## src/rtl/core/ppds_pkg.sv

```systemverilog
// Shared types and constants for the pixel PLL divider selection block.
// Used by the front end, the divider cells and the top level.
package ppds_pkg;

    localparam int CLK_W  = 19;
    localparam int HD_W   = 16;
    localparam int RDIV_W = 8;
    localparam int RFRQ_W = 16;
    localparam int N_W    = CLK_W + RDIV_W;
    localparam int D_W    = 21;
    localparam int M_W    = D_W + 8;
    localparam int CMP_W  = 31;
    localparam int Q_W    = 8;
    localparam int CFG_IDX_W  = 4;
    localparam int CFG_DATA_W = 19;

    localparam logic [HD_W-1:0]  QUIRK_WIDTH = 16'd1440;
    localparam logic [CLK_W-1:0] QUIRK_CLOCK = 19'd108000;

    localparam logic [CLK_W-1:0]  RST_MAX_CLK  = 19'd524287;
    localparam logic [RDIV_W-1:0] RST_REF_DIV  = 8'd33;
    localparam logic [RFRQ_W-1:0] RST_REF_FREQ = 16'd1432;
    localparam logic              RST_EXT_CHIP = 1'b1;

    localparam logic [1:0] PC_DIV1 = 2'd0;
    localparam logic [1:0] PC_DIV2 = 2'd1;
    localparam logic [1:0] PC_DIV4 = 2'd2;
    localparam logic [1:0] PC_DIV8 = 2'd3;

    localparam logic [3:0] PV_1  = 4'd1;
    localparam logic [3:0] PV_2  = 4'd2;
    localparam logic [3:0] PV_3  = 4'd3;
    localparam logic [3:0] PV_4  = 4'd4;
    localparam logic [3:0] PV_6  = 4'd6;
    localparam logic [3:0] PV_8  = 4'd8;
    localparam logic [3:0] PV_12 = 4'd12;

    typedef enum logic [CFG_IDX_W-1:0] {
        REG_MAX_PIXEL_CLOCK = 4'd0,
        REG_REF_DIVIDER     = 4'd1,
        REG_REF_FREQUENCY   = 4'd2,
        REG_EXT_DIV_CHIP    = 4'd3
    } t_reg_idx;

    typedef struct packed {
        logic       quirk;
        logic       hi;
        logic       lo;
        logic       ext;
        logic [3:0] pdiv;
        logic [1:0] code;
    } t_side;

    typedef struct packed {
        logic [M_W-1:0] rem;
        logic [D_W-1:0] dv;
        logic [Q_W-1:0] quo;
        t_side          side;
    } t_div;

endpackage

```

## src/rtl/core/ppds_front.sv

```systemverilog
// Front end: clamps the clock, forms the ratio terms and picks the post divider band.
// Four pipeline stages; depends on ppds_pkg.
module ppds_front (
    input  logic                          i_clk,
    input  logic                          i_rst_n,
    input  logic                          i_en,
    input  logic                          i_valid,
    input  logic [ppds_pkg::CLK_W-1:0]    i_pixel_clock,
    input  logic [ppds_pkg::HD_W-1:0]     i_h_display,
    input  logic [ppds_pkg::CLK_W-1:0]    i_max_clk,
    input  logic [ppds_pkg::RDIV_W-1:0]   i_ref_div,
    input  logic [ppds_pkg::RFRQ_W-1:0]   i_ref_freq,
    input  logic                          i_ext_chip,
    output logic                          o_valid,
    output ppds_pkg::t_div                o_data
);
    import ppds_pkg::*;

    logic             r_a_valid, r_b_valid, r_c_valid, r_d_valid;
    logic [CLK_W-1:0] r_a_clk;
    logic             r_a_quirk, r_b_quirk, r_c_quirk;
    logic [N_W-1:0]   r_b_n;
    logic [D_W-1:0]   r_b_d;
    logic [N_W-1:0]   r_c_n;
    logic [M_W-1:0]   r_c_n3;
    logic [D_W-1:0]   r_c_d;
    logic [M_W-1:0]   r_c_d255;
    logic [M_W-1:0]   r_c_d85;
    t_div             r_d_data;

    logic [CLK_W-1:0] w_clk;
    logic [CMP_W-1:0] w_n, w_n2, w_n4, w_n8, w_n3, w_d255, w_d85, w_d16, w_d32;
    logic [CMP_W-1:0] w_m;
    t_side            w_side;

    assign w_clk = (i_pixel_clock > i_max_clk) ? i_max_clk : i_pixel_clock;

    assign w_n    = CMP_W'(r_c_n);
    assign w_n2   = w_n << 1;
    assign w_n4   = w_n << 2;
    assign w_n8   = w_n << 3;
    assign w_n3   = CMP_W'(r_c_n3);
    assign w_d255 = CMP_W'(r_c_d255);
    assign w_d85  = CMP_W'(r_c_d85);
    assign w_d16  = CMP_W'(r_c_d) << 4;
    assign w_d32  = CMP_W'(r_c_d) << 5;

    always_comb begin
        w_side       = '0;
        w_side.quirk = r_c_quirk;
        w_m          = '0;
        if ((r_c_d == '0) || (w_n > w_d255)) begin
            w_side.hi   = 1'b1;
            w_side.code = PC_DIV1;
            w_side.pdiv = PV_1;
        end else if (i_ext_chip) begin
            if (w_n2 > w_d255) begin
                w_side.code = PC_DIV1;
                w_side.pdiv = PV_1;
                w_m         = w_n;
            end else if (w_n > w_d85) begin
                w_side.code = PC_DIV2;
                w_side.pdiv = PV_2;
                w_m         = w_n2;
            end else if (w_n4 > w_d255) begin
                w_side.code = PC_DIV1;
                w_side.pdiv = PV_3;
                w_side.ext  = 1'b1;
                w_m         = w_n3;
            end else if (w_n2 > w_d85) begin
                w_side.code = PC_DIV4;
                w_side.pdiv = PV_4;
                w_m         = w_n4;
            end else if (w_n8 > w_d255) begin
                w_side.code = PC_DIV4;
                w_side.pdiv = PV_6;
                w_side.ext  = 1'b1;
                w_m         = w_n3 << 1;
            end else if (w_n4 > w_d85) begin
                w_side.code = PC_DIV8;
                w_side.pdiv = PV_8;
                w_m         = w_n8;
            end else begin
                w_side.code = PC_DIV8;
                w_side.pdiv = PV_12;
                w_side.ext  = 1'b1;
                w_side.lo   = (w_n3 < w_d32);
                w_m         = w_n3 << 2;
            end
        end else begin
            if (w_n2 > w_d255) begin
                w_side.code = PC_DIV1;
                w_side.pdiv = PV_1;
                w_m         = w_n;
            end else if (w_n4 > w_d255) begin
                w_side.code = PC_DIV2;
                w_side.pdiv = PV_2;
                w_m         = w_n2;
            end else if (w_n8 > w_d255) begin
                w_side.code = PC_DIV4;
                w_side.pdiv = PV_4;
                w_m         = w_n4;
            end else begin
                w_side.code = PC_DIV8;
                w_side.pdiv = PV_8;
                w_side.lo   = (w_n < w_d16);
                w_m         = w_n8;
            end
        end
    end

    always_ff @(posedge i_clk) begin
        if (!i_rst_n) begin
            r_a_valid <= 1'b0;
            r_b_valid <= 1'b0;
            r_c_valid <= 1'b0;
            r_d_valid <= 1'b0;
        end else if (i_en) begin
            r_a_valid <= i_valid;
            r_b_valid <= r_a_valid;
            r_c_valid <= r_b_valid;
            r_d_valid <= r_c_valid;
        end
    end

    always_ff @(posedge i_clk) begin
        if (i_en) begin
            r_a_clk   <= w_clk;
            r_a_quirk <= (i_h_display == QUIRK_WIDTH) && (w_clk < QUIRK_CLOCK);

            r_b_n     <= N_W'(r_a_clk) * N_W'(i_ref_div);
            r_b_d     <= (D_W'(i_ref_freq) << 4) + (D_W'(i_ref_freq) << 2);
            r_b_quirk <= r_a_quirk;

            r_c_n     <= r_b_n;
            r_c_n3    <= M_W'(r_b_n) + (M_W'(r_b_n) << 1);
            r_c_d     <= r_b_d;
            r_c_d255  <= (M_W'(r_b_d) << 8) - M_W'(r_b_d);
            r_c_d85   <= (M_W'(r_b_d) << 6) + (M_W'(r_b_d) << 4)
                         + (M_W'(r_b_d) << 2) + M_W'(r_b_d);
            r_c_quirk <= r_b_quirk;

            r_d_data.rem  <= w_m[M_W-1:0];
            r_d_data.dv   <= r_c_d;
            r_d_data.quo  <= '0;
            r_d_data.side <= w_side;
        end
    end

    assign o_valid = r_d_valid;
    assign o_data  = r_d_data;

endmodule

```

## src/rtl/core/ppds_div_cell.sv

```systemverilog
// One cell of the restoring divider chain: resolves one quotient bit per item.
// Depends on ppds_pkg.
module ppds_div_cell #(
    parameter int SHIFT = 0
) (
    input  logic           i_clk,
    input  logic           i_rst_n,
    input  logic           i_en,
    input  logic           i_valid,
    input  ppds_pkg::t_div i_data,
    output logic           o_valid,
    output ppds_pkg::t_div o_data
);
    import ppds_pkg::*;

    logic           r_valid;
    t_div           r_data;
    logic [M_W:0]   w_sub;
    t_div           n_data;

    assign w_sub = {1'b0, i_data.rem} - ((M_W + 1)'(i_data.dv) << SHIFT);

    always_comb begin
        n_data = i_data;
        if (!w_sub[M_W]) begin
            n_data.rem        = w_sub[M_W-1:0];
            n_data.quo[SHIFT] = 1'b1;
        end
    end

    always_ff @(posedge i_clk) begin
        if (!i_rst_n) begin
            r_valid <= 1'b0;
        end else if (i_en) begin
            r_valid <= i_valid;
        end
    end

    always_ff @(posedge i_clk) begin
        if (i_en) begin
            r_data <= n_data;
        end
    end

    assign o_valid = r_valid;
    assign o_data  = r_data;

endmodule

```

## src/rtl/core/pixel_pll_divider_select.sv

```systemverilog
// Throughput is one item per cycle while i_out_stall does not hold the pipeline.
// Four front stages clamp and band the ratio, eight divider cells give one quotient bit each,
// and an output register applies the 1440-wide adjustment.
// Reset is synchronous and active low; it empties the pipeline and restores register defaults.
module pixel_pll_divider_select (
    input  logic                              i_clk,
    input  logic                              i_rst_n,
    input  logic                              i_in_valid,
    output logic                              o_in_stall,
    input  logic [ppds_pkg::CLK_W-1:0]        i_pixel_clock,
    input  logic [ppds_pkg::HD_W-1:0]         i_h_display,
    output logic                              o_out_valid,
    input  logic                              i_out_stall,
    output logic [1:0]                        o_post_div_code,
    output logic [3:0]                        o_post_div_value,
    output logic                              o_extended_div,
    output logic [7:0]                        o_feedback_div,
    output logic                              o_ratio_too_high,
    output logic                              o_ratio_too_low,
    input  logic                              i_cfg_valid,
    output logic                              o_cfg_ready,
    input  logic [ppds_pkg::CFG_IDX_W-1:0]    i_cfg_index,
    input  logic [ppds_pkg::CFG_DATA_W-1:0]   i_cfg_data
);
    import ppds_pkg::*;

    logic              r_out_valid;
    logic [CLK_W-1:0]  r_max_clk;
    logic [RDIV_W-1:0] r_ref_div;
    logic [RFRQ_W-1:0] r_ref_freq;
    logic              r_ext_chip;
    logic [1:0]        r_code;
    logic [3:0]        r_pdiv;
    logic              r_ext;
    logic [Q_W-1:0]    r_fb;
    logic              r_hi;
    logic              r_lo;

    logic              w_en;
    logic              w_valid [0:Q_W];
    t_div              w_data  [0:Q_W];
    logic [Q_W-1:0]    w_fb;

    assign w_en       = !(r_out_valid && i_out_stall);
    assign o_in_stall = !w_en;
    assign o_cfg_ready = 1'b1;

    always_ff @(posedge i_clk) begin
        if (!i_rst_n) begin
            r_max_clk  <= RST_MAX_CLK;
            r_ref_div  <= RST_REF_DIV;
            r_ref_freq <= RST_REF_FREQ;
            r_ext_chip <= RST_EXT_CHIP;
        end else if (i_cfg_valid) begin
            unique case (t_reg_idx'(i_cfg_index))
                REG_MAX_PIXEL_CLOCK: r_max_clk  <= i_cfg_data[CLK_W-1:0];
                REG_REF_DIVIDER:     r_ref_div  <= i_cfg_data[RDIV_W-1:0];
                REG_REF_FREQUENCY:   r_ref_freq <= i_cfg_data[RFRQ_W-1:0];
                REG_EXT_DIV_CHIP:    r_ext_chip <= i_cfg_data[0];
                default: ;
            endcase
        end
    end

    ppds_front u_front (
        .i_clk         (i_clk),
        .i_rst_n       (i_rst_n),
        .i_en          (w_en),
        .i_valid       (i_in_valid),
        .i_pixel_clock (i_pixel_clock),
        .i_h_display   (i_h_display),
        .i_max_clk     (r_max_clk),
        .i_ref_div     (r_ref_div),
        .i_ref_freq    (r_ref_freq),
        .i_ext_chip    (r_ext_chip),
        .o_valid       (w_valid[0]),
        .o_data        (w_data[0])
    );

    for (genvar g = 0; g < Q_W; g++) begin : g_cell
        ppds_div_cell #(
            .SHIFT (Q_W - 1 - g)
        ) u_cell (
            .i_clk   (i_clk),
            .i_rst_n (i_rst_n),
            .i_en    (w_en),
            .i_valid (w_valid[g]),
            .i_data  (w_data[g]),
            .o_valid (w_valid[g+1]),
            .o_data  (w_data[g+1])
        );
    end

    always_comb begin
        w_fb = w_data[Q_W].side.hi ? {Q_W{1'b1}} : w_data[Q_W].quo;
        if (w_data[Q_W].side.quirk) begin
            w_fb = w_fb - Q_W'(1);
        end
    end

    always_ff @(posedge i_clk) begin
        if (!i_rst_n) begin
            r_out_valid <= 1'b0;
        end else if (w_en) begin
            r_out_valid <= w_valid[Q_W];
        end
    end

    always_ff @(posedge i_clk) begin
        if (w_en) begin
            r_code <= w_data[Q_W].side.code;
            r_pdiv <= w_data[Q_W].side.pdiv;
            r_ext  <= w_data[Q_W].side.ext;
            r_fb   <= w_fb;
            r_hi   <= w_data[Q_W].side.hi;
            r_lo   <= w_data[Q_W].side.lo;
        end
    end

    assign o_out_valid      = r_out_valid;
    assign o_post_div_code  = r_code;
    assign o_post_div_value = r_pdiv;
    assign o_extended_div   = r_ext;
    assign o_feedback_div   = r_fb;
    assign o_ratio_too_high = r_hi;
    assign o_ratio_too_low  = r_lo;

`ifndef SYNTHESIS
    a_hi_band : assert property (@(posedge i_clk) disable iff (!i_rst_n)
        (r_out_valid && r_hi) |-> (r_code == PC_DIV1 && r_pdiv == PV_1 && !r_ext && !r_lo))
        else $error("ratio too high without the undivided band");

    a_lo_band : assert property (@(posedge i_clk) disable iff (!i_rst_n)
        (r_out_valid && r_lo) |-> (r_code == PC_DIV8 && (r_pdiv == PV_8 || r_pdiv == PV_12)))
        else $error("ratio too low outside the lowest band");

    a_ext_value : assert property (@(posedge i_clk) disable iff (!i_rst_n)
        (r_out_valid && r_ext) |-> (r_pdiv == PV_3 || r_pdiv == PV_6 || r_pdiv == PV_12))
        else $error("extended divider with a power-of-two value");

    a_chain_to_out : assert property (@(posedge i_clk) disable iff (!i_rst_n)
        (w_en && w_valid[Q_W]) |=> r_out_valid)
        else $error("item lost between the divider chain and the output register");
`endif

endmodule
```

## config.mk

```make
export PLATFORM = sky130hd
export DESIGN_NAME = pixel_pll_divider_select
export DESIGN_NICKNAME = d
export VERILOG_FILES = /design/src/rtl/core/ppds_pkg.sv /design/src/rtl/core/ppds_front.sv /design/src/rtl/core/ppds_div_cell.sv /design/src/rtl/core/pixel_pll_divider_select.sv
export SDC_FILE = /design/constraint.sdc
export NUM_CORES = 2
export LEC_CHECK = 0
export BUFFER_PORTS_ARGS = -buffer_cell sky130_fd_sc_hd__buf_2
export CAP_MARGIN = 20
export CORE_UTILIZATION = 46
export CTS_BUF_LIST = sky130_fd_sc_hd__clkbuf_8
export DETAILED_ROUTE_END_ITERATION = 12
export GPL_TIMING_DRIVEN = 0
export PLACE_DENSITY = 0.67
export SLEW_MARGIN = 40
export SYNTH_ARGS = -nofsm -noshare
export SYNTH_HDL_FRONTEND = slang
export SYNTH_SLANG_ARGS = --single-unit
export TNS_END_PERCENT = 30
```

## constraint.sdc

```tcl
create_clock -name i_clk -period 31 [get_ports i_clk]
set_input_delay 0 -clock i_clk [delete_from_list [all_inputs] [get_ports i_clk]]
set_output_delay 0 -clock i_clk [all_outputs]
set_load 0.05 [all_outputs]
```

==> out/summary.txt <==
Post-route DRC: 0
Critical Path End: u_front.r_b_n[25]
GRT Overall Usage: 21.6%
Post-DP HPWL: 90300 µm
Synth Instances: 4654
Cts bufs inserted: 133
Rel. slew slack: 37.4%
Crit-path max FO: 10
Leading area contributor after synthesis: edfxtp_1
Clk slew on worst S/H paths: 0.06 ns
Worst-Skew Late Latency: 0.83 ns
Cell Pwr Density: 80.3 mW/mm²
Vias in the first global route: 37000
Overall routed net length: 119000 µm
Clock Skew: 0.0491 ns
Clock network power share: 19.1%
Final setup fails: 0
Core Box Area: 0.108 mm²
Sequential share of the synthesized area: 44.4%
Antenna violations before repair: 2
Most common cell after layout, fill and taps aside: edfxtp_1
Predominant post-synthesis flop cell: edfxtp_1
Period minus WS final: 5.92 ns
Switching power: 0.00173 W
Final #Nets: 5723
Synthesized area per cell: 10.8 µm²
Flops & latches, synth: 761
EDFF count, synth: 704
CP arrival: 6.46 ns
Die Span Y: 332 µm
Die area: 0.110 mm²
Reg2reg end: u_front.r_b_n[25]
Actual slew at the worst max-slew pin: 0.939 ns
FF-to-FF setup slack: 25.08 ns
Row count: 120
Reg power frac: 38.3%
H-Tree Depth: 4
CTS tree: done
Clk sinks: 761
P_int: 0.00281 W
Max Fclk: 169 MHz
Pre-CTS WS: 25.05 ns
Hold WC Path Type: input pin to flop
Comb pwr share: 42.6%
Crit path launch: r_ref_div[6]
Fill count: 9271
Max Cap Viol: 0
Routability Congestion: 0.925
Leakage power of the design: 24.6 nW
Initial DRC count: 1901
Async set-reset flop share out of synthesis: 0%
Tcrit/Tclk final: 19.1%
Outcome: completed
CP Capture Type: flop
Yosys top cell area share: 42.1%
Final worst slack: 25.08 ns
Gr ovfl total: 0
Post-CTS setup buffers: 0
Iteration count of the initial detailed-routing pass: 5
Setup tns final: 0 ns
Max-slew violations: 0
Unrepaired setup endpoints after global routing: false
Pin count of the biggest net entering global routing: 45
R2r startpoint: r_ref_div[6]
I/O pin count: 83
Initial core utilization: 46.6%
Yosys cell types: 82
Vias: 36200
Final Hold Viols: 0
Synth Cell Area: 0.0502 mm²
Net Sw Frac: 38.1%
Synth warn: 0
Worst Path Required: 31.54 ns
Global-route wire length before repair: 190000 µm
Die Width: 332 µm
Syn nets: 5373
Synth area leaders: edfxtp_1 42%, ha_1 13%, fa_1 5.1%
Final ANT Viol Nets: 0
Worst setup path class: flop to flop
R2R cell count: 17
Area growth from synthesis to layout: 12.4%
Vias per cell: 5.56
Worst-case clock buffer depth: 3
Layout cells sized above 1: 7.84%
Commonest non-fill, non-tap cells in the layout: 704 x edfxtp_1, 531 x inv_1, 528 x ha_1
Maximum vdd drop: 0.0341 mV
Clock Root Buffer: clkbuf_8
Mean routed wirelength per cell: 18.3 µm
Port Buffer Count: 80
CTS resizes: 0
Startpoint types: flop
kinds of logic (layout without fill, tap and decap cells):
family	count (synthesis)	in the layout	share of synthesized area (%)
AO/OA/AOI/OAI	1080	1080	14.3
XOR/XNOR	209	209	3.65
adder cells (fa/ha/maj)	656	656	18.3
buffers and inverters	601	1052	4.56
flip-flops	761	761	44.4
multiplexers	139	139	2.94
other	2	3	0.0150
AND/OR/NAND/NOR	1206	1206	12.0
synth_stat cells, drive strengths merged, types with 58 or more instances:
master / instances
nor3: 72
nor2b: 58
a21o: 144
nand3: 66
mux2: 69
fa: 128
clkbuf: 85
inv: 490
a21oi: 257
and2: 157
nand2: 330
ha: 528
xor2: 70
a211oi: 69
xnor2: 139
nor2: 264
edfxtp: 704
mux2i: 70
o21a: 67
o21ai: 228
per-layer routing:
metal / wire length, µm / up-vias / track usage (%)
li1: - / 17700 / -
met1: 47300 / 17200 / 23.6
met2: 60000 / 972 / 39.1
met3: 4650 / 360 / 3.21
met4: 7190 / 0 / 13.6
met5: 0 / - / 0
metrics by stage:
stage	hold slack, ns	instance area [µm²]	total power [W]	util (%)	std cells
floorplan	0.124	50200	0.00314	-	4654
global placement	0.226	52400	0.00359	48.6	6137
detailed placement	0.232	52800	0.00365	49.0	6157
CTS	0.00237	56400	0.00455	52.4	6507
global route	0.0795	56500	0.00487	52.4	6509
finish	0.0902	56500	0.00453	52.4	6509
power by group through the flow:
| stage | registers [W] | clock network (W) | logic, W |
|---|---|---|---|
| finish | 0.00174 | 0.000865 | 0.00193 |
| global placement | 0.00175 | 0 | 0.00185 |
| global route | 0.00176 | 0.000938 | 0.00217 |
| floorplan | 0.00167 | 0 | 0.00147 |
| detailed placement | 0.00176 | 0 | 0.00189 |
| CTS | 0.00174 | 0.000896 | 0.00191 |
critical path, cell delays in order, from the launching register on:
cell and delay, ns:
dfxtp_1 0.32, clkbuf_1 0.42, and2_1 0.23, fa_1 0.46
fa_1 0.53, fa_1 0.54, inv_1 0.05, fa_1 0.53
inv_1 0.04, ha_1 0.37, or4_1 0.48, o21ai_0 0.10
a21oi_1 0.11, a41oi_1 0.47, o31ai_1 0.20, o41ai_1 0.41
o21ai_0 0.19, xor2_1 0.18
state kept, by name, summed over array words and instances, names as in the netlist, 4 cells and up:
register,cells
g_cell.u_cell.o_data,438
g_cell.u_cell.o_valid,8
o_feedback_div,8
o_post_div_value,4
r_max_clk,19
r_ref_div,8
r_ref_freq,16
u_front.o_data,56
u_front.r_a_clk,19
u_front.r_b_d,19
u_front.r_b_n,27
u_front.r_c_d,17
u_front.r_c_d255,26
u_front.r_c_d85,27
u_front.r_c_n,26
u_front.r_c_n3,29
worst min path at each step:
stage / from / endpoint / cells past startpoint
3_3_place_gp: i_cfg_data[16] / r_max_clk[16] / 3
4_1_cts: i_pixel_clock[10] / u_front.r_a_clk[10] / 4
3_5_place_dp: i_cfg_data[17] / r_max_clk[17] / 3
2_1_floorplan: i_cfg_data[10] / r_ref_freq[10] / 2
5_1_grt: i_pixel_clock[10] / u_front.r_a_clk[10] / 4
6_report: i_pixel_clock[10] / u_front.r_a_clk[10] / 4
timing repair:
item / in CTS / in global routing
hold buffers: 114 / 0
hold endpoints to repair: 90 / 0
setup endpoints to repair: 0 / 0
final cells by class:
class | count | area, µm² | area share [%]
antenna | 1 | 2.50 | 0.00443
buffer | 108 | 443 | 0.785
clock buffer | 134 | 1840 | 3.27
clock inverter | 102 | 649 | 1.15
inverter | 493 | 1850 | 3.28
multi-input combinational | 3292 | 25700 | 45.5
sequential | 761 | 22300 | 39.5
tap | 1403 | 1760 | 3.11
timing repair buffer | 215 | 1950 | 3.46
Power figures use the tool's default switching activity.
